==> src/rtl/assert_macros.svh <==
// assertion macros used by the rtl top level
`ifndef ASSERT_MACROS_SVH
`define ASSERT_MACROS_SVH

// implication checked every clock, skipped while reset is high
`define ASSERT_IMPLY(label, clk, rst, ante, cons) \
   label: assert property (@(posedge clk) disable iff (rst) (ante) |-> (cons)) \
      else $error("assertion failed");

// next-cycle implication checked every clock, skipped while reset is high
`define ASSERT_NEXT(label, clk, rst, ante, cons) \
   label: assert property (@(posedge clk) disable iff (rst) (ante) |=> (cons)) \
      else $error("assertion failed");

// next-cycle implication that also holds across reset
`define ASSERT_NEXT_ALWAYS(label, clk, ante, cons) \
   label: assert property (@(posedge clk) (ante) |=> (cons)) \
      else $error("assertion failed");

`endif

==> src/rtl/slin_pkg.sv <==
// types and constants of the sensor polynomial linearizer
package slin_pkg;

   localparam int POLY_TERMS      = 8;
   localparam int Q_FRAC          = 28;
   localparam int RAW_W           = 12;
   localparam int TAG_W           = 3;
   localparam int DATA_W          = 32;
   localparam int CSR_INDEX_W     = 4;
   localparam int NORM_OFFSET_Q16 = 24245535;
   localparam int INV_SCALE_Q28   = 484644;

   // normalize arithmetic widths
   localparam int DIFF_W   = 30;
   localparam int INV_W    = 30;
   localparam int NPROD_W  = DIFF_W + INV_W;
   localparam int NSHIFT_W = NPROD_W - 16;

   // horner step widths
   localparam int HPROD_W  = 2 * DATA_W;
   localparam int HTERM_W  = HPROD_W - Q_FRAC;
   localparam int HSUM_W   = HTERM_W + 1;

   typedef logic signed [DATA_W-1:0] coef_type;
   typedef coef_type [POLY_TERMS-1:0] coef_bank_type;

   localparam coef_bank_type COEF_RESET = {
      -32'sd15949, 32'sd263604, -32'sd1717303, 32'sd5613227,
      -32'sd9703258, 32'sd8762071, -32'sd5036045, 32'sd4630075
   };

   // normalized sample handed from front to back
   typedef struct packed {
      logic signed [DATA_W-1:0] x;
      logic                     sat;
      logic [TAG_W-1:0]         tag;
   } q_item_type;

   // horner pipeline: after the add and clamp
   typedef struct packed {
      logic signed [DATA_W-1:0] x;
      logic signed [DATA_W-1:0] acc;
      logic                     sat;
      logic [TAG_W-1:0]         tag;
   } h_item_type;

   // horner pipeline: after the multiply
   typedef struct packed {
      logic signed [DATA_W-1:0]  x;
      logic signed [HPROD_W-1:0] prod;
      logic                      sat;
      logic [TAG_W-1:0]          tag;
   } m_item_type;

   typedef struct packed {
      logic full;
      logic empty;
   } q_status_type;

endpackage

==> src/rtl/slin_queue.sv <==
// small fifo between the front and back parts
module slin_queue #(
   parameter int WIDTH = 36,
   parameter int DEPTH = 4
) (
   input  logic                 clock,
   input  logic                 reset,
   input  logic                 push,
   input  logic [WIDTH-1:0]     push_data,
   input  logic                 pop,
   output logic [WIDTH-1:0]     pop_data,
   output slin_pkg::q_status_type status
);
   import slin_pkg::*;

   localparam int PTR_W = (DEPTH > 1) ? $clog2(DEPTH) : 1;
   localparam int CNT_W = $clog2(DEPTH + 1);

   logic [WIDTH-1:0] mem_ff [DEPTH];
   logic [PTR_W-1:0] wr_ptr_ff, wr_ptr_in;
   logic [PTR_W-1:0] rd_ptr_ff, rd_ptr_in;
   logic [CNT_W-1:0] count_ff, count_in;

   function automatic logic [PTR_W-1:0] ptr_next(input logic [PTR_W-1:0] p);
      if (p == PTR_W'(DEPTH - 1)) begin
         return '0;
      end
      return p + 1'b1;
   endfunction

   always_comb begin
      wr_ptr_in = push ? ptr_next(wr_ptr_ff) : wr_ptr_ff;
      rd_ptr_in = pop ? ptr_next(rd_ptr_ff) : rd_ptr_ff;
      count_in  = count_ff;
      if (push && !pop) begin
         count_in = count_ff + 1'b1;
      end else if (pop && !push) begin
         count_in = count_ff - 1'b1;
      end
   end

   always_ff @(posedge clock) begin
      if (reset) begin
         wr_ptr_ff <= '0;
         rd_ptr_ff <= '0;
         count_ff  <= '0;
      end else begin
         wr_ptr_ff <= wr_ptr_in;
         rd_ptr_ff <= rd_ptr_in;
         count_ff  <= count_in;
      end
   end

   always_ff @(posedge clock) begin
      if (push) begin
         mem_ff[wr_ptr_ff] <= push_data;
      end
   end

   assign pop_data     = mem_ff[rd_ptr_ff];
   assign status.full  = (count_ff == CNT_W'(DEPTH));
   assign status.empty = (count_ff == '0);

endmodule

==> config.mk <==
export PLATFORM = sky130hd
export DESIGN_NAME = slin_queue
export DESIGN_NICKNAME = d
export VERILOG_FILES = /design/src/rtl/assert_macros.svh /design/src/rtl/slin_pkg.sv /design/src/rtl/slin_queue.sv
export SDC_FILE = /design/constraint.sdc
export NUM_CORES = 1
export LEC_CHECK = 0
export BUFFER_PORTS_ARGS = -buffer_cell sky130_fd_sc_hd__buf_2
export CORE_ASPECT_RATIO = 1.5
export CORE_MARGIN = 2
export CORE_UTILIZATION = 57
export CTS_CLUSTER_DIAMETER = 50
export DETAILED_ROUTE_END_ITERATION = 12
export GPL_ROUTABILITY_DRIVEN = 0
export GPL_TIMING_DRIVEN = 0
export MAX_ROUTING_LAYER = met4
export PLACE_DENSITY = 0.9
export SLEW_MARGIN = 20
export SYNTH_ARGS = -nofsm -noshare
export SYNTH_HDL_FRONTEND = slang
export SYNTH_SLANG_ARGS = --single-unit
export TNS_END_PERCENT = 1
==> constraint.sdc <==
create_clock -name clock -period 2.6 [get_ports clock]
set_input_delay 0.52 -clock clock [delete_from_list [all_inputs] [get_ports clock]]
set_output_delay 0.52 -clock clock [all_outputs]
set_load 0.1 [all_outputs]
**Word level (Yosys, flattened, before mapping)**

Memories as Yosys holds them, arrays and structs flattened. A register that Yosys moved wholly into a read port is not among the register bits.
Cells that the tools add are included.

- Reductions and logical operators: 6
- Multiplexer cells: 12
- Add/sub/neg operators: 4
- Equality and inequality tests: 3

Operators by type and width:

| cell | number |
|---|---|
| 2-bit 2-to-1 mux | 6 |
| 3-bit 2-to-1 mux | 2 |
| 2-bit by 1-bit adder with 2-bit output, second input constant | 2 |
| 2-bit == test, second input constant | 2 |
| 1-bit 2-to-1 mux | 4 |
| 3-bit by 1-bit adder with 3-bit output, second input constant | 1 |
| 3-bit == test, second input constant | 1 |
| 3-bit zero test | 1 |
| 3-bit by 1-bit subtractor with 3-bit output, second input constant | 1 |
| 1-bit logical AND | 2 |
| 1-bit zero test | 2 |
| 2-bit nonzero test | 1 |

- Memories: 1
- Bits of input ports: 40
- Output and inout port bits: 38
- Bits in registers: 7
- Bits in writable memories: 144
- Word-level logic and storage cells: 29

Memory list:

| memory | words | width | rd ports | clocked after memory_dff | wr ports | RTL line | text |
|---|---|---|---|---|---|---|---|
| mem_ff | 4 | 36 | 1 | 1 | 1 | slin_queue.sv:19 | `logic [WIDTH-1:0] mem_ff [DEPTH];` |

**Logic depth before layout (Yosys ltp)**

Gate-level depths: netlist of the first run.

- Depth after elaboration: 5
- Mapped depth: 7
- Depth with buffers taken out: 7

**Worst setup path before layout of the first run**

OpenSTA, ideal clock, no wires.

- Kind: register to output
- Start: register count_ff[1]
- End: output port status[1] in the netlist's numbering
- Setup slack: -0.472 ns
- Buffers on the path: 0
- Cell stages (with the launch flop): 2
- Data required time: 2.080 ns
- Data arrival time: 2.552 ns
- Cell sequence: dfxtp_1 > nor3b_1

RTL lines:

| what | RTL line | text |
|---|---|---|
| from (decl) | slin_queue.sv:22 | `logic [CNT_W-1:0] count_ff, count_in;` |
| from (signal assigned) | slin_queue.sv:50 | `count_ff <= count_in;` |
| to (decl) | slin_queue.sv:12 | `output slin_pkg::q_status_type status` |

==> metrics.cfg, run 1 <==
[setup_path]
worst_ep_arrival_time_ns=1.98
slowest_delay_ns=0.43
required_ns=2.08
worstSetupStartpointType=register
path_cells=clkbuf_2 > buf_2 > mux4_2 > buf_2
path_max_fanout=10
cp_common_cell=buf_2
critPathKind=reg2out
cp-end-kind=output port
cpMaxStageDelayCell=buf_2

[timing]
slew_viol_final=0
fin_crit_ns=2.50
finalCritPeriodShare_pct=96.0
fin_worst_skew_ns=0.00779
rsz0062_at_grt=no
finalWorstSetupSlack_ns=0.103
worstMarginPinSlew_ns=0.568
report.final.setup_viol=0
hold_viol_final=0
slew_headroom_pct=62.1
max_freq_mhz=400

[clock_network]
postCtsHoldBufs=0
path_clk_slew_ns=0.06
clk-insertion-delay-late_ns=0.41
tritoncts=built
cts_made_buffers=17
h-tree-depth=4
cts.path.max_buffers=2
cts_sinks=153
root_buffer=clkbuf_16

[logic_synthesis]
ys_seq_area_share_pct=79.2
syn_nets=279
synth.avg_cell_area_um2=24.5
synthArstFlopShare_pct=0
synth_edf_count=144
ys_top_cells_by_area=edfxtp_1, mux4_2, dfxtp_1
netlist_area_um2=5690
yosys_warnings=0
synth_top_area_cell=edfxtp_1
netlist.area_leader.share_pct=76.0
ys.flop_type=edfxtp_1
synth.distinct_cells=20
synth_cells=232
yosys_register_bits=153

[route]
via_count=2620
drtIter0Drc=170
avgViaCountPerCell=5.70
drcViolationCount=0
finalWirelength_um=9870
wl_per_cell_um=21.5
postRouteAntennaNets=0
drt_pass1_iterations=5

[floorplan]
ios=78
coreArea_um2=9690
fp-row-count=44
initial_core_util_pct=58.7
die_h_um=126
fp.dieArea_um2=10800
die_x_um=85.6

[global_route]
grt_usage_pct=20.7
grt_pass1_vias=2864
grt_pass1_wl_um=15400
grt-ovfl-total=0
antenna_found_initial=0
grt_max_degree=22

[power_and_ir_drop]
p_leak_uw=0.00247
vdd_drop_max_v=0.000723
p_per_area_nw_per_um2=940

[cells_and_area]
nets=379
drive_above_1_share_pct=44.9
synthToLayoutAreaGrowth_pct=22.9
antennaDiodeCount=0
fill_cells=569
layout.cells.non_filler=460

[run]
maxCapViolations=0

[placed_design]
place_inst=428
io_buffers=77
dp_slack_ns=0.503
hpwl_um=6010

[run_status]
outcome=completed

[worst_hold_path]
hp-class=in2reg

-- final timing paths --
check	start	end	slack, ns	cells after the start
max	register	pop_data[21]	0.10	4
min reg2reg	count_ff[2]$_SDFFE_PP0P_	count_ff[2]$_SDFFE_PP0P_	0.53	2
max reg2reg	wr_ptr_ff[0]$_SDFFE_PP0P_	mem_ff[0][21]$_DFFE_PP_	0.94	4
min	push_data[33]	mem_ff[3][33]$_DFFE_PP_	0.33	1
-- synth_stat cells (2+ instances only) --
library cell  instances
ha_1                  6
dfxtp_1               9
mux4_1                6
and2_1                4
nor3b_1               2
buf_12                3
edfxtp_1            144
nor2_1                7
mux4_2               30
inv_1                 4
buf_2                 3
mux2i_1               4
a21oi_1               2
xor2_1                2
-- cells by family after synthesis --
family / synth area share [%]
AO/OA/AOI/OAI: 0.264
XOR/XNOR: 0.308
adder cells (fa/ha/maj): 1.67
buffers and inverters: 1.87
flip-flops: 79.2
multiplexers: 15.4
AND/OR/NAND/NOR: 1.36
-- through the flow --
stage	TNS (ns)	hold WS, ns	total power (µW)	util [%]	instance area, µm²
4_1_cts	0	0.305	6620	72.1	6990
6_report	0	0.325	6570	72.1	6990
5_1_grt	0	0.311	6780	72.1	6990
3_5_place_dp	0	0.520	3980	65.4	6340
2_1_floorplan	-0.350	0.459	3770	-	5690
3_3_place_gp	0	0.477	3930	64.2	6220
-- registers in the layout, summed over array words and instances, names as in the netlist, named ones only --
register,cells
count_ff,3
wr_ptr_ff,2
rd_ptr_ff,2
mem_ff,144
-- layer usage --
layer / global-route usage [%] / share of wire (%)
met1: 22.7 / 38
met2: 35.8 / 56
met3: 6.38 / 4.5
met4: 7.00 / 1.4
met5: - / 0
-- area by class of cell --
cell class	count	area (µm²)	area share [%]
Sequential cell	153	4500	64.4
Multi-Input combinational cell	67	1090	15.6
Timing Repair Buffer	81	498	7.12
Clock buffer	17	425	6.09
Clock inverter	15	224	3.20
Tap cell	115	144	2.06
Buffer	8	91.3	1.31
Inverter	4	15.0	0.215
-- placed cells by master, fill, tap and decap left out, types with 2 or more instances in the layout --
cell        synthesis  final
a21oi_1             2      2
and2_2              0      4
buf_12              3      3
buf_16              0      4
buf_2               3     79
bufinv_16           0      5
clkbuf_16           0     17
clkinv_2            0      2
clkinv_4            0      2
clkinvlp_4          0      3
dfxtp_1             9      9
edfxtp_1          144    144
ha_1                6      6
inv_1               4      4
mux2i_1             4      4
mux4_1              6      6
mux4_2             30     30
nor2_1              7      7
xor2_1              2      2
-- where the power goes --
part           switching [µW]  internal, µW
combinational             828           245
clock                     937          1710
sequential               38.6          2820
-- critical path: cells and delay by family, from the launching register on --
| family | cells | cell delay, ns |
|---|---|---|
| flops | 1 | 0.31 |
| mux | 1 | 0.27 |
| buf+inv | 3 | 0.99 |
-- timing repair --
item	CTS	global route
setup buffers	0	0
endpoints found under the setup margin	0	1
gates resized for setup	0	1
Note: power is estimated with default switching activity, not from simulation.
==> inputs of run 2 (changes only) <==
--- a/config.mk
+++ b/config.mk
@@ -6,9 +6,10 @@
 export NUM_CORES = 1
 export LEC_CHECK = 0
 export BUFFER_PORTS_ARGS = -buffer_cell sky130_fd_sc_hd__buf_2
-export CORE_ASPECT_RATIO = 1.5
+export CELL_PAD_IN_SITES_DETAIL_PLACEMENT = 1
+export CELL_PAD_IN_SITES_GLOBAL_PLACEMENT = 1
 export CORE_MARGIN = 2
-export CORE_UTILIZATION = 57
+export CORE_UTILIZATION = 50
 export CTS_CLUSTER_DIAMETER = 50
 export DETAILED_ROUTE_END_ITERATION = 12
 export GPL_ROUTABILITY_DRIVEN = 0
==> run 2 against run 1 <==
Effect of this change: clock power hardly changed; core utilization decreased by 8.3 points; register-to-register slack about the same; global-route usage shrank 1.3 points; clock skew rose by 0.0017 ns; non-clock buffer count unchanged; critical path depth did not move; critical path type unchanged; final area increased by 0.27%; sequential power is essentially flat; count of clock-buffer cells in the layout is 7 higher; largest power group unchanged; cell count is 5.7% higher.
==> metrics.cfg, run 2 (synthesis gave the netlist of run 1 again) <==
[run_status]
outcome=completed

[cells_and_area]
fill_cells=912  ; +60%
layout_commonest_cell=edfxtp_1
drive_above_1_share_pct=43.8  ; -1.2 points
multi_input_area_um2=1090  ; unchanged
final_cell_mix=edfxtp_1, buf_2, mux4_2
synthToLayoutAreaGrowth_pct=23.2
nets=379  ; unchanged
regArea_um2=4500  ; unchanged
largestRegisters=mem_ff x144, count_ff x3
utilization_pct=63.8  ; -8.3 points
largest_reg_flops=144  ; unchanged
regMostFlops=mem_ff

[clock_network]
path_clk_slew_ns=0.06  ; about the same
cts_sinks=153  ; unchanged
post_cts.repair.setup_buffers=0  ; unchanged
tritoncts=built
root_buffer=clkbuf_16
cts.path.max_buffers=2  ; unchanged
cts_made_buffers=17  ; unchanged
clk-insertion-delay-late_ns=0.42  ; about the same
h-tree-depth=4  ; unchanged

[timing]
report.final.setup_viol=0  ; unchanged
worstMarginPinSlew_ns=0.570  ; +0.00174 ns
slew_headroom_pct=62.0  ; -0.12 points
fin_worst_skew_ns=0.00945  ; +0.00166 ns
slew_viol_final=0  ; unchanged
rsz0062_at_grt=no
max_freq_mhz=400  ; -0.11%
fin_crit_ns=2.50  ; +0.00265 ns
hold_viol_final=0  ; unchanged
finalCritPeriodShare_pct=96.1  ; +0.10 points

[global_route]
grt_pass1_wl_um=16600  ; +7.9%
grt_usage_pct=19.4  ; -1.3 points
grt_max_degree=28  ; +27%
grt_pass1_vias=3011  ; +5.1%
antenna_found_initial=1  ; +1
grt-ovfl-total=0  ; unchanged

[power_and_ir_drop]
vdd_drop_max_v=0.000545  ; -25%
p_leak_uw=0.00247  ; -0.12%
p_per_area_nw_per_um2=937  ; -0.38%
total_power_uw=6570  ; -0.12%

[setup_path]
slowest_delay_ns=0.43  ; about the same
worstSetupStartpointType=register
required_ns=2.08  ; about the same
critPathKind=reg2out
cpMaxStageDelayCell=buf_2
worst_ep_arrival_time_ns=1.98  ; about the same
r2r-start=wr_ptr_ff[0]$_SDFFE_PP0P_
cp-end-kind=output port
rr_worst_depth=3  ; -1
cp_common_cell=buf_2
r2r_setup_slack_ns=0.94  ; about the same
path_max_fanout=10  ; unchanged
path_cells=clkbuf_2 > buf_2 > mux4_2 > buf_2
setup.worst_path.end=pop_data[8]
reg2reg_to=mem_ff[3][20]$_DFFE_PP_

[placed_design]
io_buffers=77  ; unchanged
hpwl_um=6740  ; +12%

[route]
via_count=2641  ; +0.80%
avgViaCountPerCell=5.43  ; -4.6%
drtIter0Drc=86  ; -49%
wl_per_cell_um=21.6  ; +0.88%
finalWirelength_um=10500  ; +6.6%
drt_pass1_iterations=4  ; -1
drcViolationCount=0  ; unchanged
postRouteAntennaNets=0  ; unchanged

[worst_hold_path]
hp-class=in2reg

[floorplan]
die_h_um=111  ; -12%
fp-row-count=38  ; -14%
coreArea_um2=11000  ; +13%
fp.dieArea_um2=12200  ; +13%
initial_core_util_pct=51.8  ; -6.9 points
ios=78  ; unchanged
die_x_um=111  ; +29%

[run]
maxCapViolations=0  ; unchanged

## run 2: cell count changes in the layout (fill, tap and decap cells not counted), moves of 2 or more
cell and change:
clkbuf_1 +5, clkinvlp_4 -2, clkbuf_8 +2, clkinv_4 -2
## run 2: cell type report
cell class,instances,share of cell area [%]
clock buffer,24,6.73
buffer,8,1.30
timing repair buffer,81,7.03
inverter,4,0.214
clock inverter,8,2.39
multi-input combinational,67,15.5
antenna,1,0.0357
sequential,153,64.3
tap,140,2.50
## run 2: worst min-delay path by stage
| stage | end | from | slack (ns) | cells past startpoint |
|---|---|---|---|---|
| floorplan | count_ff[2]$_SDFFE_PP0P_ | count_ff[2]$_SDFFE_PP0P_ | 0.46 | 2 |
| global placement | count_ff[2]$_SDFFE_PP0P_ | count_ff[2]$_SDFFE_PP0P_ | 0.49 | 2 |
| detailed placement | count_ff[2]$_SDFFE_PP0P_ | count_ff[2]$_SDFFE_PP0P_ | 0.53 | 2 |
| CTS | mem_ff[2][5]$_DFFE_PP_ | push_data[5] | 0.30 | 1 |
| global route | mem_ff[0][18]$_DFFE_PP_ | push_data[18] | 0.30 | 1 |
| finish | mem_ff[2][5]$_DFFE_PP_ | push_data[5] | 0.31 | 1 |
## run 2: what timing repair did
item	4_1_cts	5_1_grt
resized for setup	0	2
hold buffers	0	0
setup endpoints to repair	0	2
## run 2: where the power goes
part	switching [µW]	internal (µW)
Sequential	39.6	2820
Combinational	828	245
Clock	883	1750
Total	1750	4810
## run 2: stage by stage
stage,cell area (µm²),setup TNS (ns),setup slack (ns),instances,hold slack (ns)
after floorplan,5690,-0.350,-0.350,232,0.459
after global placement,6250,-1.72,-0.0260,449,0.488
after detailed placement,6360,0,0.507,453,0.533
after CTS,7000,0,0.0392,485,0.295
after global routing,7010,0,0.00195,486,0.302
final,7010,0,0.100,486,0.315
## run 2: metal layers
metal	up-vias	wire, µm	track usage, %
li1	1181	-	-
met1	1378	4240	21.7
met2	71	5670	32.4
met3	11	465	6.56
met4	0	143	7.58
met5	-	0	-
## run 2: critical path, delay by kind of cell, from the launching register on
family	cells	cell delay, ns
flip-flops	1	0.31
buffers and inverters	3	0.98
multiplexers	1	0.28
==> inputs of run 3 (changes only) <==
--- a/config.mk
+++ b/config.mk
@@ -8,11 +8,11 @@
 export BUFFER_PORTS_ARGS = -buffer_cell sky130_fd_sc_hd__buf_2
 export CELL_PAD_IN_SITES_DETAIL_PLACEMENT = 1
 export CELL_PAD_IN_SITES_GLOBAL_PLACEMENT = 1
+export CORE_ASPECT_RATIO = 0.5
 export CORE_MARGIN = 2
 export CORE_UTILIZATION = 50
-export CTS_CLUSTER_DIAMETER = 50
+export CTS_CLUSTER_DIAMETER = 40
 export DETAILED_ROUTE_END_ITERATION = 12
-export GPL_ROUTABILITY_DRIVEN = 0
 export GPL_TIMING_DRIVEN = 0
 export MAX_ROUTING_LAYER = met4
 export PLACE_DENSITY = 0.9
==> run 3 against run 2 <==
Effect of this change: via count is 1.3% higher; first-iteration DRC count grew to 2.9 times the previous value; sequential power about the same; setup slack worse by 0.0031 ns; fmax fell by 0.12%; sequential cell count stayed put; count of clock-buffer cells in the layout decreased by 5; power shrank 1.9%; cell count up 0.82%; hold slack better by 0.0055 ns.
==> metrics.cfg, run 3 (synthesis gave the netlist of run 1 again) <==
[floorplan]
ios=78  ; unchanged
die_h_um=79.4  ; -28%
die_x_um=155  ; +40%
initial_core_util_pct=51.5  ; -0.30 points
fp.dieArea_um2=12300  ; +0.42%
coreArea_um2=11000  ; +0.58%
fp-row-count=27  ; -29%

[timing]
fin_crit_ns=2.50  ; +0.00310 ns
hold_viol_final=0  ; unchanged
slew_viol_final=0  ; unchanged
report.final.setup_viol=0  ; unchanged
worstMarginPinSlew_ns=0.573  ; +0.00306 ns
finalWorstSetupSlack_ns=0.0970  ; -0.00310 ns
slew_headroom_pct=61.8  ; -0.20 points
max_freq_mhz=400  ; -0.12%
fin_worst_skew_ns=0.00615  ; -0.00329 ns
rsz0062_at_grt=no
finalCritPeriodShare_pct=96.3  ; +0.12 points

[route]
drtIter0Drc=252  ; +190%
finalWirelength_um=11700  ; +12%
postRouteAntennaNets=0  ; unchanged
wl_per_cell_um=24.0  ; +11%
drt_pass1_iterations=4  ; unchanged
drcViolationCount=0  ; unchanged
avgViaCountPerCell=5.46  ; +0.46%
via_count=2675  ; +1.3%

[placed_design]
place_congestion=0.676
io_buffers=77  ; unchanged
hpwl_um=7170  ; +6.3%
place_inst=458  ; +1.1%
dp_slack_ns=0.513  ; +0.00517 ns

[cells_and_area]
fill_cells=928  ; +1.8%
antennaDiodeCount=0  ; -1
synthToLayoutAreaGrowth_pct=23.0
final_cell_mix=edfxtp_1, buf_2, mux4_2
layout_commonest_cell=edfxtp_1
regMostFlops=mem_ff
regArea_um2=4500  ; unchanged
multi_input_area_um2=1090  ; unchanged
drive_above_1_share_pct=44.3  ; +0.58 points
nets=379  ; unchanged
largest_reg_flops=144  ; unchanged
largestRegisters=mem_ff x144, count_ff x3
layout.cells.non_filler=490  ; +0.82%

[clock_network]
cts.path.max_buffers=2  ; unchanged
tritoncts=built
h-tree-depth=4  ; unchanged
path_clk_slew_ns=0.06  ; about the same
clk-insertion-delay-late_ns=0.41  ; about the same
root_buffer=clkbuf_16
post_cts.repair.setup_buffers=0  ; unchanged
cts_made_buffers=17  ; unchanged
cts_sinks=153  ; unchanged

[global_route]
grt_pass1_vias=3060  ; +1.6%
grt_max_degree=21  ; -25%
grt-ovfl-total=0  ; unchanged
grt_pass1_wl_um=18200  ; +9.4%
grt_usage_pct=21.5  ; +2.1 points
antenna_found_initial=0  ; -1

[worst_hold_path]
hp-class=in2reg
worstHoldPathCells=1  ; unchanged

[setup_path]
required_ns=2.08  ; about the same
worstSetupStartpointType=register
cp-end-kind=output port
path_cells=clkbuf_2 > buf_2 > mux4_2 > clkbuf_4
crit_family=buffers and inverters
path_max_fanout=10  ; unchanged
slowest_delay_ns=0.37  ; -0.06 ns
crit_buf_inv=3  ; unchanged
cp_num_cells=4  ; unchanged
worst_ep_arrival_time_ns=1.98  ; about the same
critPathKind=reg2out
cpMaxStageDelayCell=mux4_2
rr_worst_depth=3  ; unchanged

[power_and_ir_drop]
p_per_area_nw_per_um2=920  ; -1.7%
total_power_uw=6440  ; -1.9%
p_leak_uw=0.00245  ; -0.69%
vdd_drop_max_v=0.000559  ; +2.5%

[run_status]
outcome=completed

[run]
maxCapViolations=0  ; unchanged

[run 3: cell types whose count changed in the layout (fill, tap and decap cells not counted), sizes merged]
cell and delta:
diode -1, bufinv -2, clkinv +5, buf -12
clkbuf +7, clkinvlp +2
[run 3: layout make-up]
| type | instances | area share (%) |
|---|---|---|
| clock buffers | 19 | 6.19 |
| repair buffers | 81 | 7.58 |
| flip-flops and latches | 153 | 64.4 |
| inverters | 4 | 0.215 |
| well taps | 145 | 2.59 |
| clock inverters | 13 | 2.20 |
| plain buffers | 8 | 1.31 |
| multi-input cells | 67 | 15.6 |
[run 3: power breakdown]
group / internal (µW) / switching, µW
registers: 2820 / 42.7
clock network: 1500 / 976
logic: 258 / 844
[run 3: worst reg2reg max path, stage by stage, from the launching register on]
cell and delay (ns):
dfxtp_1 0.41, ha_1 0.20, and2_2 0.52, buf_16 0.24
[run 3: layer usage]
layer | GRT usage, % | part of all wire (%) | up-vias
met5 | - | 0 | -
met4 | 8.15 | 1.5 | 0
met3 | 4.56 | 4.1 | 17
met2 | 35.8 | 52 | 76
met1 | 26.8 | 43 | 1400
li1 | - | - | 1182
[run 3: final timing paths]
| path | startpoint | to | slack, ns |
|---|---|---|---|
| setup / recovery | register | pop_data[21] | 0.1 |
| setup reg to reg | wr_ptr_ff[0]$_SDFFE_PP0P_ | mem_ff[3][16]$_DFFE_PP_ | 0.92 |
| hold reg to reg | count_ff[2]$_SDFFE_PP0P_ | count_ff[2]$_SDFFE_PP0P_ | 0.51 |
| hold / removal | push_data[9] | mem_ff[1][9]$_DFFE_PP_ | 0.32 |
[run 3: through the flow]
| step | hold slack, ns | instance area, µm² | util (%) | TNS [ns] |
|---|---|---|---|---|
| 2_1_floorplan | 0.459 | 5690 | - | -0.350 |
| 3_3_place_gp | 0.476 | 6260 | 56.7 | 0 |
| 3_5_place_dp | 0.514 | 6380 | 57.7 | 0 |
| 4_1_cts | 0.309 | 6960 | 63.0 | 0 |
| 5_1_grt | 0.312 | 7000 | 63.3 | 0 |
| 6_report | 0.320 | 7000 | 63.3 | 0 |
[run 3: what timing repair did]
action | CTS | global route
hold buffers | 0 | 0
endpoints found under the setup margin | 0 | 14
gates resized for setup | 0 | 14
