## config.mk

```make
export PLATFORM = sky130hd
export DESIGN_NAME = slin_front
export DESIGN_NICKNAME = d
export VERILOG_FILES = /design/src/rtl/assert_macros.svh /design/src/rtl/slin_pkg.sv /design/src/rtl/slin_front.sv
export SDC_FILE = /design/constraint.sdc
export NUM_CORES = 1
export LEC_CHECK = 0
export BUFFER_PORTS_ARGS = -buffer_cell sky130_fd_sc_hd__buf_2
export CORE_ASPECT_RATIO = 0.6
export CORE_MARGIN = 3
export CORE_UTILIZATION = 46
export CTS_BUF_LIST = sky130_fd_sc_hd__clkbuf_16
export DETAILED_ROUTE_END_ITERATION = 16
export PLACE_DENSITY = 0.67
export SETUP_SLACK_MARGIN = 0.02
export SLEW_MARGIN = 20
export SYNTH_ARGS = -nofsm -noshare
export SYNTH_HDL_FRONTEND = slang
export SYNTH_SLANG_ARGS = --single-unit
```

## constraint.sdc

```tcl
create_clock -name clock -period 8.32 [get_ports clock]
set_input_delay 1.248 -clock clock [delete_from_list [all_inputs] [get_ports clock]]
set_output_delay 1.248 -clock clock [all_outputs]
set_load 0.03 [all_outputs]
```

## src/rtl/assert_macros.svh

```systemverilog
// assertion macros used by the rtl top level
`ifndef ASSERT_MACROS_SVH
`define ASSERT_MACROS_SVH

// implication checked every clock, skipped while reset is high
`define ASSERT_IMPLY(label, clk, rst, ante, cons) \
   label: assert property (@(posedge clk) disable iff (rst) (ante) |-> (cons)) \
      else $error("assertion failed");

// next-cycle implication checked every clock, skipped while reset is high
`define ASSERT_NEXT(label, clk, rst, ante, cons) \
   label: assert property (@(posedge clk) disable iff (rst) (ante) |=> (cons)) \
      else $error("assertion failed");

// next-cycle implication that also holds across reset
`define ASSERT_NEXT_ALWAYS(label, clk, ante, cons) \
   label: assert property (@(posedge clk) (ante) |=> (cons)) \
      else $error("assertion failed");

`endif

```

## src/rtl/slin_pkg.sv

```systemverilog
// types and constants of the sensor polynomial linearizer
package slin_pkg;

   localparam int POLY_TERMS      = 8;
   localparam int Q_FRAC          = 28;
   localparam int RAW_W           = 12;
   localparam int TAG_W           = 3;
   localparam int DATA_W          = 32;
   localparam int CSR_INDEX_W     = 4;
   localparam int NORM_OFFSET_Q16 = 24245535;
   localparam int INV_SCALE_Q28   = 484644;

   // normalize arithmetic widths
   localparam int DIFF_W   = 30;
   localparam int INV_W    = 30;
   localparam int NPROD_W  = DIFF_W + INV_W;
   localparam int NSHIFT_W = NPROD_W - 16;

   // horner step widths
   localparam int HPROD_W  = 2 * DATA_W;
   localparam int HTERM_W  = HPROD_W - Q_FRAC;
   localparam int HSUM_W   = HTERM_W + 1;

   typedef logic signed [DATA_W-1:0] coef_type;
   typedef coef_type [POLY_TERMS-1:0] coef_bank_type;

   localparam coef_bank_type COEF_RESET = {
      -32'sd15949, 32'sd263604, -32'sd1717303, 32'sd5613227,
      -32'sd9703258, 32'sd8762071, -32'sd5036045, 32'sd4630075
   };

   // normalized sample handed from front to back
   typedef struct packed {
      logic signed [DATA_W-1:0] x;
      logic                     sat;
      logic [TAG_W-1:0]         tag;
   } q_item_type;

   // horner pipeline: after the add and clamp
   typedef struct packed {
      logic signed [DATA_W-1:0] x;
      logic signed [DATA_W-1:0] acc;
      logic                     sat;
      logic [TAG_W-1:0]         tag;
   } h_item_type;

   // horner pipeline: after the multiply
   typedef struct packed {
      logic signed [DATA_W-1:0]  x;
      logic signed [HPROD_W-1:0] prod;
      logic                      sat;
      logic [TAG_W-1:0]          tag;
   } m_item_type;

   typedef struct packed {
      logic full;
      logic empty;
   } q_status_type;

endpackage

```

## src/rtl/slin_front.sv

```systemverilog
// front part: accepts samples and normalizes them to q4.28
module slin_front (
   input  logic                        clock,
   input  logic                        reset,
   input  logic                        req_valid,
   output logic                        req_ready,
   input  logic [slin_pkg::RAW_W-1:0]  req_raw_sample,
   input  logic [slin_pkg::TAG_W-1:0]  req_sensor_number,
   input  slin_pkg::q_status_type      q_status,
   output logic                        q_push,
   output slin_pkg::q_item_type        q_data
);
   import slin_pkg::*;

   logic signed [DIFF_W-1:0]   diff;
   logic signed [NPROD_W-1:0]  nprod_in;
   logic signed [NPROD_W-1:0]  nprod_ff;
   logic [TAG_W-1:0]           tag_ff;
   logic                       valid_ff, valid_in;
   logic signed [NPROD_W-1:0]  rounded;
   logic signed [NSHIFT_W-1:0] shifted;
   logic                       accept;
   logic                       in_range;

   assign accept    = req_valid && req_ready;
   assign req_ready = !valid_ff || !q_status.full;
   assign q_push    = valid_ff && !q_status.full;

   assign diff     = $signed({2'b00, req_raw_sample, 16'h0000})
                   - $signed(DIFF_W'(NORM_OFFSET_Q16));
   assign nprod_in = diff * $signed(INV_W'(INV_SCALE_Q28));

   always_comb begin
      valid_in = valid_ff;
      if (accept) begin
         valid_in = 1'b1;
      end else if (q_push) begin
         valid_in = 1'b0;
      end
   end

   always_ff @(posedge clock) begin
      if (reset) begin
         valid_ff <= 1'b0;
      end else begin
         valid_ff <= valid_in;
      end
   end

   always_ff @(posedge clock) begin
      if (accept) begin
         nprod_ff <= nprod_in;
         tag_ff   <= req_sensor_number;
      end
   end

   // round half up, then floor shift by 16 and clamp to 32 bits
   always_comb begin
      rounded  = nprod_ff + NPROD_W'(1 << 15);
      shifted  = NSHIFT_W'(rounded >>> 16);
      in_range = (shifted[NSHIFT_W-1:DATA_W-1] == '0)
              || (shifted[NSHIFT_W-1:DATA_W-1] == '1);
      q_data.tag = tag_ff;
      q_data.sat = !in_range;
      if (in_range) begin
         q_data.x = DATA_W'(shifted);
      end else if (shifted[NSHIFT_W-1]) begin
         q_data.x = {1'b1, {(DATA_W-1){1'b0}}};
      end else begin
         q_data.x = {1'b0, {(DATA_W-1){1'b1}}};
      end
   end

endmodule

```

# == Word-level counts from Yosys, hierarchy flattened ==
# Cells that the tools add are included.
# totals
mem_bits_ro,0
out_inout_bits,38
register_bits,62
memories,0
mem_bits_rw,0
in_bits,20
latchBits,0
wordCells,20
# classes
div_mod_pow,0
n_addsub,2
muxes,4
shifts,0
n_reduce_logical,9
magnitude_cmp,0
bitwise_logic,0
n_eq_ne,1
mul,1
# op_table
op,count
$mux W32,2
$add A60 B17 Y60 const B,1
$mul A29 B18 Y47 const B,1
$sub A28 B25 Y29 const B,1
$eq A13 B13 Y1 const B,1
$logic_not A13 Y1,1
$logic_not A1 Y1,3
$logic_and A1 B1 Y1,2
$logic_or A1 B1 Y1,2
$mux W1,2
$reduce_bool A2 Y1,1

# == Longest topological paths before layout ==
# Gate-level depths: netlist (run 1).
# logic_depth
depth_word,4
ltp_mapped,28

# == Worst setup path after synthesis (run 1) ==
# OpenSTA, ideal clock, no wires.
# synth_path
kind,input to register
start,input port req_raw_sample[1] (netlist bit)
end,register nprod_ff[58] (data pin)
t_arrival_ps,7687
stages,28
setup_slack_ps,375
n_path_buf,1
setup_time_ps,258
cell_sequence,inv_1 -> ha_1 -> a21oi_1 -> o21ai_0 -> nand2_1 -> xnor2_1 -> inv_1 -> ha_1 -> xor2_1 -> xnor2_1 -> fa_1 -> inv_1 -> fa_1 -> fa_1 -> inv_1 -> fa_1 -> inv_1 -> ha_1 -> clkbuf_1 -> nand2_1 -> o41ai_1 -> a31oi_1 -> nor3b_1 -> a21oi_2 -> a211oi_2 -> o31ai_1 -> a21oi_1 -> xnor2_1
# synth_between
elab_chain_cells,2
# synth_lines
item,line_no,source
start: declaration,slin_front.sv:7,"input logic [slin_pkg::RAW_W-1:0] req_raw_sample,"
$sub A28 B25 Y29,slin_front.sv:30,- $signed(DIFF_W'(NORM_OFFSET_Q16));
$mul A29 B18 Y47,slin_front.sv:31,assign nprod_in = diff * $signed(INV_W'(INV_SCALE_Q28));
net nprod_in[48],slin_front.sv:16,logic signed [NPROD_W-1:0] nprod_in;
end signal: assignment,slin_front.sv:52,nprod_ff <= nprod_in;
end: declaration,slin_front.sv:17,logic signed [NPROD_W-1:0] nprod_ff;
# The timed path passes the listed nets, and every way through them passes these cells.
# A chain may end at the register's enable or synchronous reset.

# == Worst setup path in the final report (run 1) ==
# layout_path
start,input port req_raw_sample[1] (netlist bit)
end,register nprod_ff[58] (data pin)
# layout_between
elab_chain_cells,2
# layout_lines
item,line_no,source
$sub A28 B25 Y29,slin_front.sv:30,
net diff[17],slin_front.sv:15,logic signed [DIFF_W-1:0] diff;
$mul A29 B18 Y47,slin_front.sv:31,
net nprod_in[48],slin_front.sv:16,
# The timed path passes the listed nets, and every way through them passes these cells.

==> results of run 1 <==
==> layer usage <==
metal / global-route usage / vias to the layer above / share of wire / wire length [microns]
met4: 0.0195 / 0 / 0.0044 / 67
met1: 0.317 / 2370 / 0.53 / 7960
met3: 0.0509 / 9 / 0.079 / 1200
met2: 0.287 / 124 / 0.39 / 5880
met5: 0 / - / 0 / 0
li1: - / 2377 / - / -
==> synthesized netlist by cell type (all sizes together) <==
master / number
and2b: 1
a211oi: 2
nand2: 24
buf: 5
and2: 6
o31a: 1
o21ai: 11
and3: 4
o41ai: 1
edfxtp: 34
o21bai: 5
mux2i: 1
or2: 2
a31oi: 4
o211ai: 1
and4: 2
o21a: 5
nand3b: 1
o2bb2ai: 1
a21boi: 1
dfxtp: 1
nor3: 4
a21oi: 34
nand3: 4
inv: 208
xor2: 18
xnor2: 47
ha: 116
nor2b: 1
a31o: 1
nand4: 5
nor2: 23
o31ai: 2
mux2: 1
fa: 88
a21o: 43
nor3b: 1
clkbuf: 8
nand2b: 2
or4: 1
or3: 1
==> what timing repair did <==
action                                  in CTS  in global routing
endpoints found under the setup margin       0                  1
hold buffers                                 0                  0
gates resized for setup                      0                  1
==> final cells by class <==
class / count / area share
Inverter: 208 / 0.103
Timing Repair Buffer: 70 / 0.0506
Clock buffer: 5 / 0.0164
Tap cell: 192 / 0.0316
Clock inverter: 3 / 0.00493
Multi-Input combinational cell: 465 / 0.657
Sequential cell: 35 / 0.137
==> cells by family (layout without fill, tap and decap cells) <==
| logic type | Yosys count | count (layout) | share of synthesized area |
|---|---|---|---|
| compound gates | 112 | 112 | 0.110 |
| xor+xnor | 65 | 65 | 0.0862 |
| fa+ha+maj | 204 | 204 | 0.468 |
| buf+inv | 221 | 286 | 0.122 |
| flops | 35 | 35 | 0.152 |
| mux | 2 | 2 | 0.00310 |
| simple gates | 82 | 82 | 0.0596 |
==> through the flow <==
stage          hold WS (ns)  setup WS [ns]  instances  instance area, sq um
2_1_floorplan         0.465          0.375        721                  6860
3_3_place_gp          0.481          0.355        970                  7440
3_5_place_dp          0.568          0.199        970                  7440
5_1_grt               0.624         0.0709        978                  7610
6_report              0.574          0.412        978                  7610
4_1_cts               0.581          0.490        978                  7600
==> cells in the final DEF, fill, tap and decap left out, types with 2 or more instances in the layout <==
| master | netlist | final |
|---|---|---|
| xor2_1 | 18 | 18 |
| xnor2_2 | 3 | 3 |
| o21a_1 | 5 | 5 |
| nand2_1 | 24 | 24 |
| buf_2 | 1 | 56 |
| fa_1 | 88 | 88 |
| xnor2_1 | 44 | 44 |
| o21bai_1 | 5 | 5 |
| o31ai_1 | 2 | 2 |
| inv_1 | 208 | 210 |
| a21oi_1 | 31 | 30 |
| or2_2 | 2 | 2 |
| nand2b_1 | 2 | 2 |
| nand3_1 | 4 | 4 |
| and2_1 | 6 | 6 |
| ha_1 | 116 | 115 |
| buf_4 | 1 | 14 |
| a31oi_1 | 4 | 4 |
| a21oi_2 | 3 | 4 |
| edfxtp_1 | 34 | 34 |
| a21o_1 | 43 | 43 |
| o21ai_2 | 2 | 2 |
| nor3_1 | 3 | 3 |
| and3_1 | 4 | 4 |
| nand4_1 | 5 | 5 |
| o21ai_0 | 9 | 9 |
| clkbuf_16 | 0 | 5 |
| nor2_1 | 23 | 22 |
==> path summary, 6_finish.rpt <==
| path | cells after the start | to |
|---|---|---|
| setup / recovery | 28 | nprod_ff[58] |
| hold / removal | 2 | valid_ff |
| setup reg to reg | 3 | nprod_ff[19] |
| hold reg to reg | 2 | valid_ff |
==> registers in the layout (all words and copies together), names as in the netlist <==
name / flops
nprod_ff: 31
tag_ff: 3
valid_ff: 1
==> worst reg2reg max path, cell delays in order (launching register included) <==
cell	delay, ns
dfxtp_1	0.32
nand2_1	0.07
and2_1	0.55
buf_4	0.40
==> impl_metrics.py, run 1 <==
metrics = {
    "critical_path": {
        "crit_buf_inv": 8,
        "cpMostUsedCell": "inv_1",
        "worstPathRequired_ns": 8.34,
        "critPathTopFamily": "adder cells",
        "slowest_stage": "fa_1",
        "critical_path.endpoint_type": "register",
        "arrival_ns": 7.93,
        "worstPathMaxFanout": 6,
        "path_class": "in -> reg",
        "cp-start-kind": "primary input",
        "r2r_start": "valid_ff",
        "cp_slowest_stage_delay_ns": 0.54,
        "startpoint": "req_raw_sample[1]",
        "rrSetupSlack_ns": 6.64,
    },
    "sta": {
        "clock.fmax_mhz": 126,
        "fin_crit_ns": 7.91,
        "worstMarginPinSlew_ns": 0.692,
        "hold_viol": 0,
        "slew_violations": 0,
        "post-route-period-util": 0.950,
        "fin_skew_ns": 0.00451,
        "rsz0062_at_grt": "false",
        "tns_ns": 0,
        "setup_viol": 0,
        "max-slew-margin-rel": 0.538,
    },
    "clock_network": {
        "root_buffer": "clkbuf_16",
        "numCtsBuffers": 5,
        "cts_max_path_buffers": 2,
        "cts_tree": "yes",
        "clock_latency_ns": 0.28,
        "h-tree-depth": 2,
        "clock_sinks": 35,
        "clk_pin_slew_ns": 0.06,
        "postCtsSetupBuffers": 0,
    },
    "detailed_routing": {
        "first_pass_iters": 5,
        "routed_wirelength_mm": 15.1,
        "first_iter_violations": 287,
        "ant_nets": 0,
        "viasPerCell": 4.99,
        "via_count": 4880,
        "wire_per_inst_microns": 15.4,
        "route.detailed.drc": 0,
    },
    "yosys": {
        "ys_seq_area_frac": 0.152,
        "yosysTopAreaCell": "fa_1",
        "synth_nets": 945,
        "synth.area.top_cells": "fa_1 26%, ha_1 21%, edfxtp_1 15%, inv_1 11%, xnor2_1 5.6%",
        "syn_inst": 721,
        "ys_ff_latch": 35,
        "yosysUniqueCellTypes": 49,
        "yosys.area.top_type_share": 0.257,
        "syn_area_per_cell_sq_um": 9.52,
        "ys_warn_count": 0,
        "synthesis.area_sq_um": 6860,
    },
    "place": {
        "gp_congestion": 0.902,
        "dpl.hpwl_mm": 13.1,
        "port_buffers": 56,
    },
    "floorplanning": {
        "fp-row-count": 33,
        "io_pins": 58,
        "core_area_sq_um": 14100,
        "die_h_microns": 101,
        "die_area_sq_um": 16500,
        "initial_utilization": 0.486,
        "die_width_microns": 164,
    },
    "global_route": {
        "grt_remaining_overflow": 0,
        "antenna_found_initial": 0,
        "grt_max_degree": 32,
        "grt_pass1_vias": 5140,
        "grt_pass1_wl_mm": 26.1,
        "grt_usage": 0.201,
    },
    "finish": {
        "final_util": 0.539,
        "drive_above_1_share": 0.120,
        "seqCellArea_sq_um": 1040,
        "multi_input_comb_area_sq_um": 5000,
        "area_delta_synth_final_pct": 10.9,
        "nNetsFinal": 1009,
        "num-fill-cells": 1323,
        "diodes": 0,
    },
    "hold_path": {
        "hold_class": "reg -> reg",
        "min_from": "valid_ff",
    },
    "job": {
        "max_cap_violations": 0,
    },
    "status": {
        "status": "complete, no violations",
    },
}
Power of run 1 is left out: the tool's default activity adds up to more than one toggle a clock period on the data nets, which glitch-free logic cannot reach.
==> run 2: changes to the inputs <==
--- a/config.mk
+++ b/config.mk
@@ -6,10 +6,9 @@
 export NUM_CORES = 1
 export LEC_CHECK = 0
 export BUFFER_PORTS_ARGS = -buffer_cell sky130_fd_sc_hd__buf_2
-export CORE_ASPECT_RATIO = 0.6
+export CORE_ASPECT_RATIO = 0.7
 export CORE_MARGIN = 3
 export CORE_UTILIZATION = 46
-export CTS_BUF_LIST = sky130_fd_sc_hd__clkbuf_16
 export DETAILED_ROUTE_END_ITERATION = 16
 export PLACE_DENSITY = 0.67
 export SETUP_SLACK_MARGIN = 0.02
==> impl_metrics.py, run 2 (same netlist as run 1, synthesis figures left out) <==
metrics = {
    "detailed_routing": {
        "first_iter_violations": 183,
        "first_pass_iters": 4,
        "route.detailed.drc": 0,
        "wire_per_inst_microns": 14.8,
        "via_count": 4845,
        "viasPerCell": 4.95,
        "ant_nets": 0,
        "routed_wirelength_mm": 14.5,
    },
    "clock_network": {
        "postCtsSetupBuffers": 0,
        "cts_max_path_buffers": 2,
        "h-tree-depth": 2,
        "root_buffer": "clkbuf_16",
        "clock_sinks": 35,
        "clk_pin_slew_ns": 0.06,
        "clock_latency_ns": 0.28,
        "numCtsBuffers": 5,
        "cts_tree": "yes",
        "holdBufCountCts": 0,
    },
    "floorplanning": {
        "fp-row-count": 36,
        "die_h_microns": 108,
        "core_area_sq_um": 14200,
        "io_pins": 58,
        "die_area_sq_um": 16400,
        "initial_utilization": 0.482,
        "die_width_microns": 152,
    },
    "critical_path": {
        "worstPathRequired_ns": 8.35,
        "path_class": "in -> reg",
        "worstPathMaxFanout": 5,
        "arrival_ns": 7.93,
        "critical_path.endpoint_type": "register",
        "cp-start-kind": "primary input",
        "r2r_cells": 3,
    },
    "finish": {
        "final_common_cell": "inv_1",
        "seqCellArea_sq_um": 1040,
        "largest_reg_flops": 31,
        "area_delta_synth_final_pct": 11.0,
        "diodes": 0,
        "num-fill-cells": 1299,
        "largest_register": "nprod_ff",
        "top_regs": "nprod_ff x31, tag_ff x3, valid_ff x1",
        "multi_input_comb_area_sq_um": 5000,
        "layout_common_cells": "208 x inv_1, 115 x ha_1, 88 x fa_1",
        "nNetsFinal": 1012,
        "drive_above_1_share": 0.124,
    },
    "global_route": {
        "antenna_found_initial": 0,
        "grt_pass1_vias": 5240,
        "grt_usage": 0.194,
        "grt_pass1_wl_mm": 25.9,
        "grt_max_degree": 35,
        "grt_remaining_overflow": 0,
    },
    "sta": {
        "slew_violations": 0,
        "post-route-period-util": 0.950,
        "setup_viol": 0,
        "hold_viol": 0,
        "fin_skew_ns": 0.00526,
        "fin_crit_ns": 7.90,
        "tns_ns": 0,
        "rsz0062_at_grt": "false",
        "worstMarginPinSlew_ns": 0.700,
        "max-slew-margin-rel": 0.532,
        "clock.fmax_mhz": 127,
    },
    "place": {
        "gp_congestion": 0.960,
        "dpl.hpwl_mm": 12.5,
        "port_buffers": 56,
    },
    "hold_path": {
        "hold_class": "reg -> reg",
        "whs_path_depth": 2,
    },
    "job": {
        "max_cap_violations": 0,
    },
    "status": {
        "status": "complete, no violations",
    },
}
==> run 2: cell types whose count changed in the layout (fill, tap and decap cells not counted), sizes merged <==
cell	delta
bufinv	-1
clkinv	+1
clkbuf	+2
buf	+3
inv	-2
==> run 2: path summary, 6_finish.rpt <==
check / start / slack, ns / endpoint
max reg2reg: valid_ff / 7.05 / nprod_ff[20]
min: valid_ff / 0.53 / valid_ff
min reg2reg: valid_ff / 0.53 / valid_ff
max: req_raw_sample[1] / 0.42 / nprod_ff[58]
==> run 2: through the flow <==
step	setup slack [ns]	utilization	hold slack [ns]	area, sq um	instances
finish	0.417	0.535	0.530	7620	979
global route	0.0697	0.535	0.541	7620	979
CTS	0.463	0.534	0.534	7600	979
detailed placement	0.177	0.524	0.517	7460	971
global placement	0.291	0.524	0.480	7460	971
floorplan	0.375	-	0.465	6860	721
==> run 2: area by class of cell <==
class                   count  area share
clock inverters             1    0.000657
repair buffers             73      0.0535
clock buffers               7      0.0187
well taps                 190      0.0312
inverters                 208       0.102
flip-flops and latches     35       0.137
multi-input cells         465       0.657
==> run 2: timing repair <==
action,in CTS,in global routing
endpoints found under the setup margin,0,1
endpoints found under the hold margin,0,0
gates resized for setup,0,1
==> run 2: critical path, cell delays in order <==
cell,delay (ns)
buf_2,0.09
inv_1,0.11
ha_1,0.27
a21oi_1,0.30
o21ai_0,0.19
buf_4,0.19
xnor2_1,0.24
ha_1,0.34
xor2_1,0.17
ha_1,0.28
inv_1,0.05
fa_1,0.50
inv_1,0.05
fa_1,0.47
fa_1,0.56
inv_1,0.06
fa_1,0.53
inv_1,0.04
ha_1,0.35
nand2_1,0.16
nor3_1,0.42
o21ai_0,0.36
a21oi_2,0.31
a211oi_2,0.12
o31ai_1,0.27
a21oi_1,0.12
xnor2_1,0.13
==> run 2: layer usage <==
metal | routed length [microns] | track usage | up-vias | part of all wire
met5 | 0 | 0 | - | 0
met4 | 46 | 0.0173 | 0 | 0.0032
met3 | 723 | 0.0324 | 7 | 0.050
met2 | 6570 | 0.321 | 94 | 0.45
met1 | 7130 | 0.281 | 2357 | 0.49
li1 | - | - | 2387 | -
Power of run 2 is left out for the same reason.
==> run 3: changes to the inputs <==
--- a/config.mk
+++ b/config.mk
@@ -5,12 +5,13 @@
 export SDC_FILE = /design/constraint.sdc
 export NUM_CORES = 1
 export LEC_CHECK = 0
+export ABC_AREA = 1
 export BUFFER_PORTS_ARGS = -buffer_cell sky130_fd_sc_hd__buf_2
 export CORE_ASPECT_RATIO = 0.7
 export CORE_MARGIN = 3
 export CORE_UTILIZATION = 46
 export DETAILED_ROUTE_END_ITERATION = 16
-export PLACE_DENSITY = 0.67
+export PLACE_DENSITY = 0.66
 export SETUP_SLACK_MARGIN = 0.02
 export SLEW_MARGIN = 20
 export SYNTH_ARGS = -nofsm -noshare
==> impl_metrics.py, run 3 <==
metrics = {
    "critical_path": {
        "path_class": "in -> reg",
        "arrival_ns": 7.38,
        "worstPathRequired_ns": 8.37,
        "slowest_stage": "fa_1",
        "cpMostUsedCell": "inv_1",
        "cp-start-kind": "primary input",
        "worstPathMaxFanout": 8,
        "startpoint": "req_raw_sample[1]",
        "cp_slowest_stage_delay_ns": 0.53,
        "r2r_start": "valid_ff",
        "critical_path.endpoint_type": "register",
    },
    "global_route": {
        "grt_pass1_vias": 6125,
        "grt_remaining_overflow": 0,
        "antenna_found_initial": 0,
        "grt_pass1_wl_mm": 29.8,
        "grt_usage": 0.203,
        "grt_max_degree": 35,
    },
    "clock_network": {
        "clock_latency_ns": 0.29,
        "cts_tree": "yes",
        "cts_max_path_buffers": 2,
        "postCtsSetupBuffers": 0,
        "clk_pin_slew_ns": 0.06,
        "holdBufCountCts": 0,
        "numCtsBuffers": 5,
        "clock_sinks": 35,
        "root_buffer": "clkbuf_16",
        "cts_resized": 0,
        "h-tree-depth": 2,
    },
    "yosys": {
        "synth-simple-area-share": 0.226,
        "syn_area_per_cell_sq_um": 7.32,
        "syn_inst": 1066,
        "synth-edff-count": 34,
        "synth.area.top_cells": "fa_1 23%, ha_1 19%, inv_1 15%, nand2_1 15%, edfxtp_1 13%",
        "synth_compound_area_frac": 0.0253,
        "synth-xor-area-share": 0.0423,
        "ys_warn_count": 0,
        "yosysTopAreaCell": "fa_1",
        "synthesis.area_sq_um": 7800,
        "synthAdderAreaFrac": 0.412,
        "synth_common_cells": "315 x inv_1, 311 x nand2_1, 116 x ha_1",
        "synth_top_family_by_area": "adder cells",
        "synth_most_common_cell": "inv_1",
        "synth_ff_type": "edfxtp_1",
        "synth_nets": 1290,
        "ys_seq_area_frac": 0.133,
        "async_reset_ff_frac": 0,
        "ys_ff_latch": 35,
        "yosys.area.top_type_share": 0.226,
        "yosysUniqueCellTypes": 34,
        "synth_mux_area_frac": 0,
    },
    "finish": {
        "largest_register": "nprod_ff",
        "final_common_cell": "inv_1",
        "layout_common_cells": "315 x inv_1, 311 x nand2_1, 116 x ha_1",
        "seqCellArea_sq_um": 1040,
        "drive_above_1_share": 0.0948,
        "top_regs": "nprod_ff x31, tag_ff x3, valid_ff x1",
        "nNetsFinal": 1352,
        "area_delta_synth_final_pct": 9.96,
        "num-fill-cells": 1647,
        "diodes": 0,
        "largest_reg_flops": 31,
        "multi_input_comb_area_sq_um": 5520,
    },
    "detailed_routing": {
        "routed_wirelength_mm": 17.7,
        "route.detailed.drc": 0,
        "first_iter_violations": 393,
        "via_count": 6358,
        "viasPerCell": 4.70,
        "wire_per_inst_microns": 13.0,
        "ant_nets": 0,
        "first_pass_iters": 5,
    },
    "floorplanning": {
        "die_area_sq_um": 18600,
        "initial_utilization": 0.474,
        "die_h_microns": 115,
        "core_area_sq_um": 16400,
        "fp-row-count": 39,
        "io_pins": 58,
        "die_width_microns": 162,
    },
    "place": {
        "gp_congestion": 0.933,
        "port_buffers": 56,
        "dpl.hpwl_mm": 15.5,
    },
    "sta": {
        "hold_ws_ns": 0.540,
        "post-route-period-util": 0.881,
        "setup_viol": 0,
        "tns_ns": 0,
        "rsz0062_at_grt": "false",
        "slew_violations": 0,
        "worstMarginPinSlew_ns": 0.930,
        "clock.fmax_mhz": 136,
        "max-slew-margin-rel": 0.380,
        "hold_viol": 0,
        "fin_crit_ns": 7.33,
        "fin_skew_ns": 0.00701,
    },
    "status": {
        "status": "complete, no violations",
    },
    "hold_path": {
        "hold_class": "reg -> reg",
        "min_from": "valid_ff",
    },
    "job": {
        "max_cap_violations": 0,
    },
}
run 3: area by class of cell:
| type | instances | share of cell area |
|---|---|---|
| Timing Repair Buffer | 62 | 0.0403 |
| Clock inverter | 3 | 0.00511 |
| Multi-Input combinational cell | 698 | 0.643 |
| Inverter | 326 | 0.143 |
| Clock buffer | 5 | 0.0146 |
| Sequential cell | 35 | 0.121 |
| Tap cell | 225 | 0.0328 |
run 3: cells by family (layout without fill, tap and decap cells):
kind of cell,after synthesis,count (layout)
flip-flops,35,35
AND/OR/NAND/NOR,424,424
adder cells (fa/ha/maj),204,204
AO/OA/AOI/OAI,34,34
buffers and inverters,333,396
XOR/XNOR,36,36
run 3: through the flow:
stage                     instance area (sq um)   util  instances  worst slack, ns
after floorplan                            7800      -       1066             1.52
after global placement                     8380  0.510       1345            0.816
after detailed placement                   8380  0.510       1345            0.769
after CTS                                  8550  0.520       1353             1.04
after global routing                       8580  0.522       1354            0.620
final                                      8580  0.522       1354            0.994
run 3: critical path: cells and delay by family:
| family | cells | cell delay [ns] |
|---|---|---|
| adder cells (fa/ha/maj) | 8 | 3.70 |
| buffers and inverters | 9 | 0.72 |
| AND/OR/NAND/NOR | 13 | 1.70 |
run 3: final timing paths:
check                       to  slack, ns  cells past startpoint
setup reg to reg  nprod_ff[43]       7.01                      2
hold / removal        valid_ff       0.54                      2
hold reg to reg       valid_ff       0.54                      2
setup / recovery  nprod_ff[45]       0.99                     30
run 3: layer usage:
metal | vias up | global-route usage | part of all wire
met1 | 2977 | 0.309 | 0.51
met3 | 9 | 0.0400 | 0.071
met4 | 0 | 0.0227 | 0.0055
li1 | 3232 | - | -
met5 | - | 0 | 0
met2 | 140 | 0.310 | 0.42
Power of run 3 is left out for the same reason.
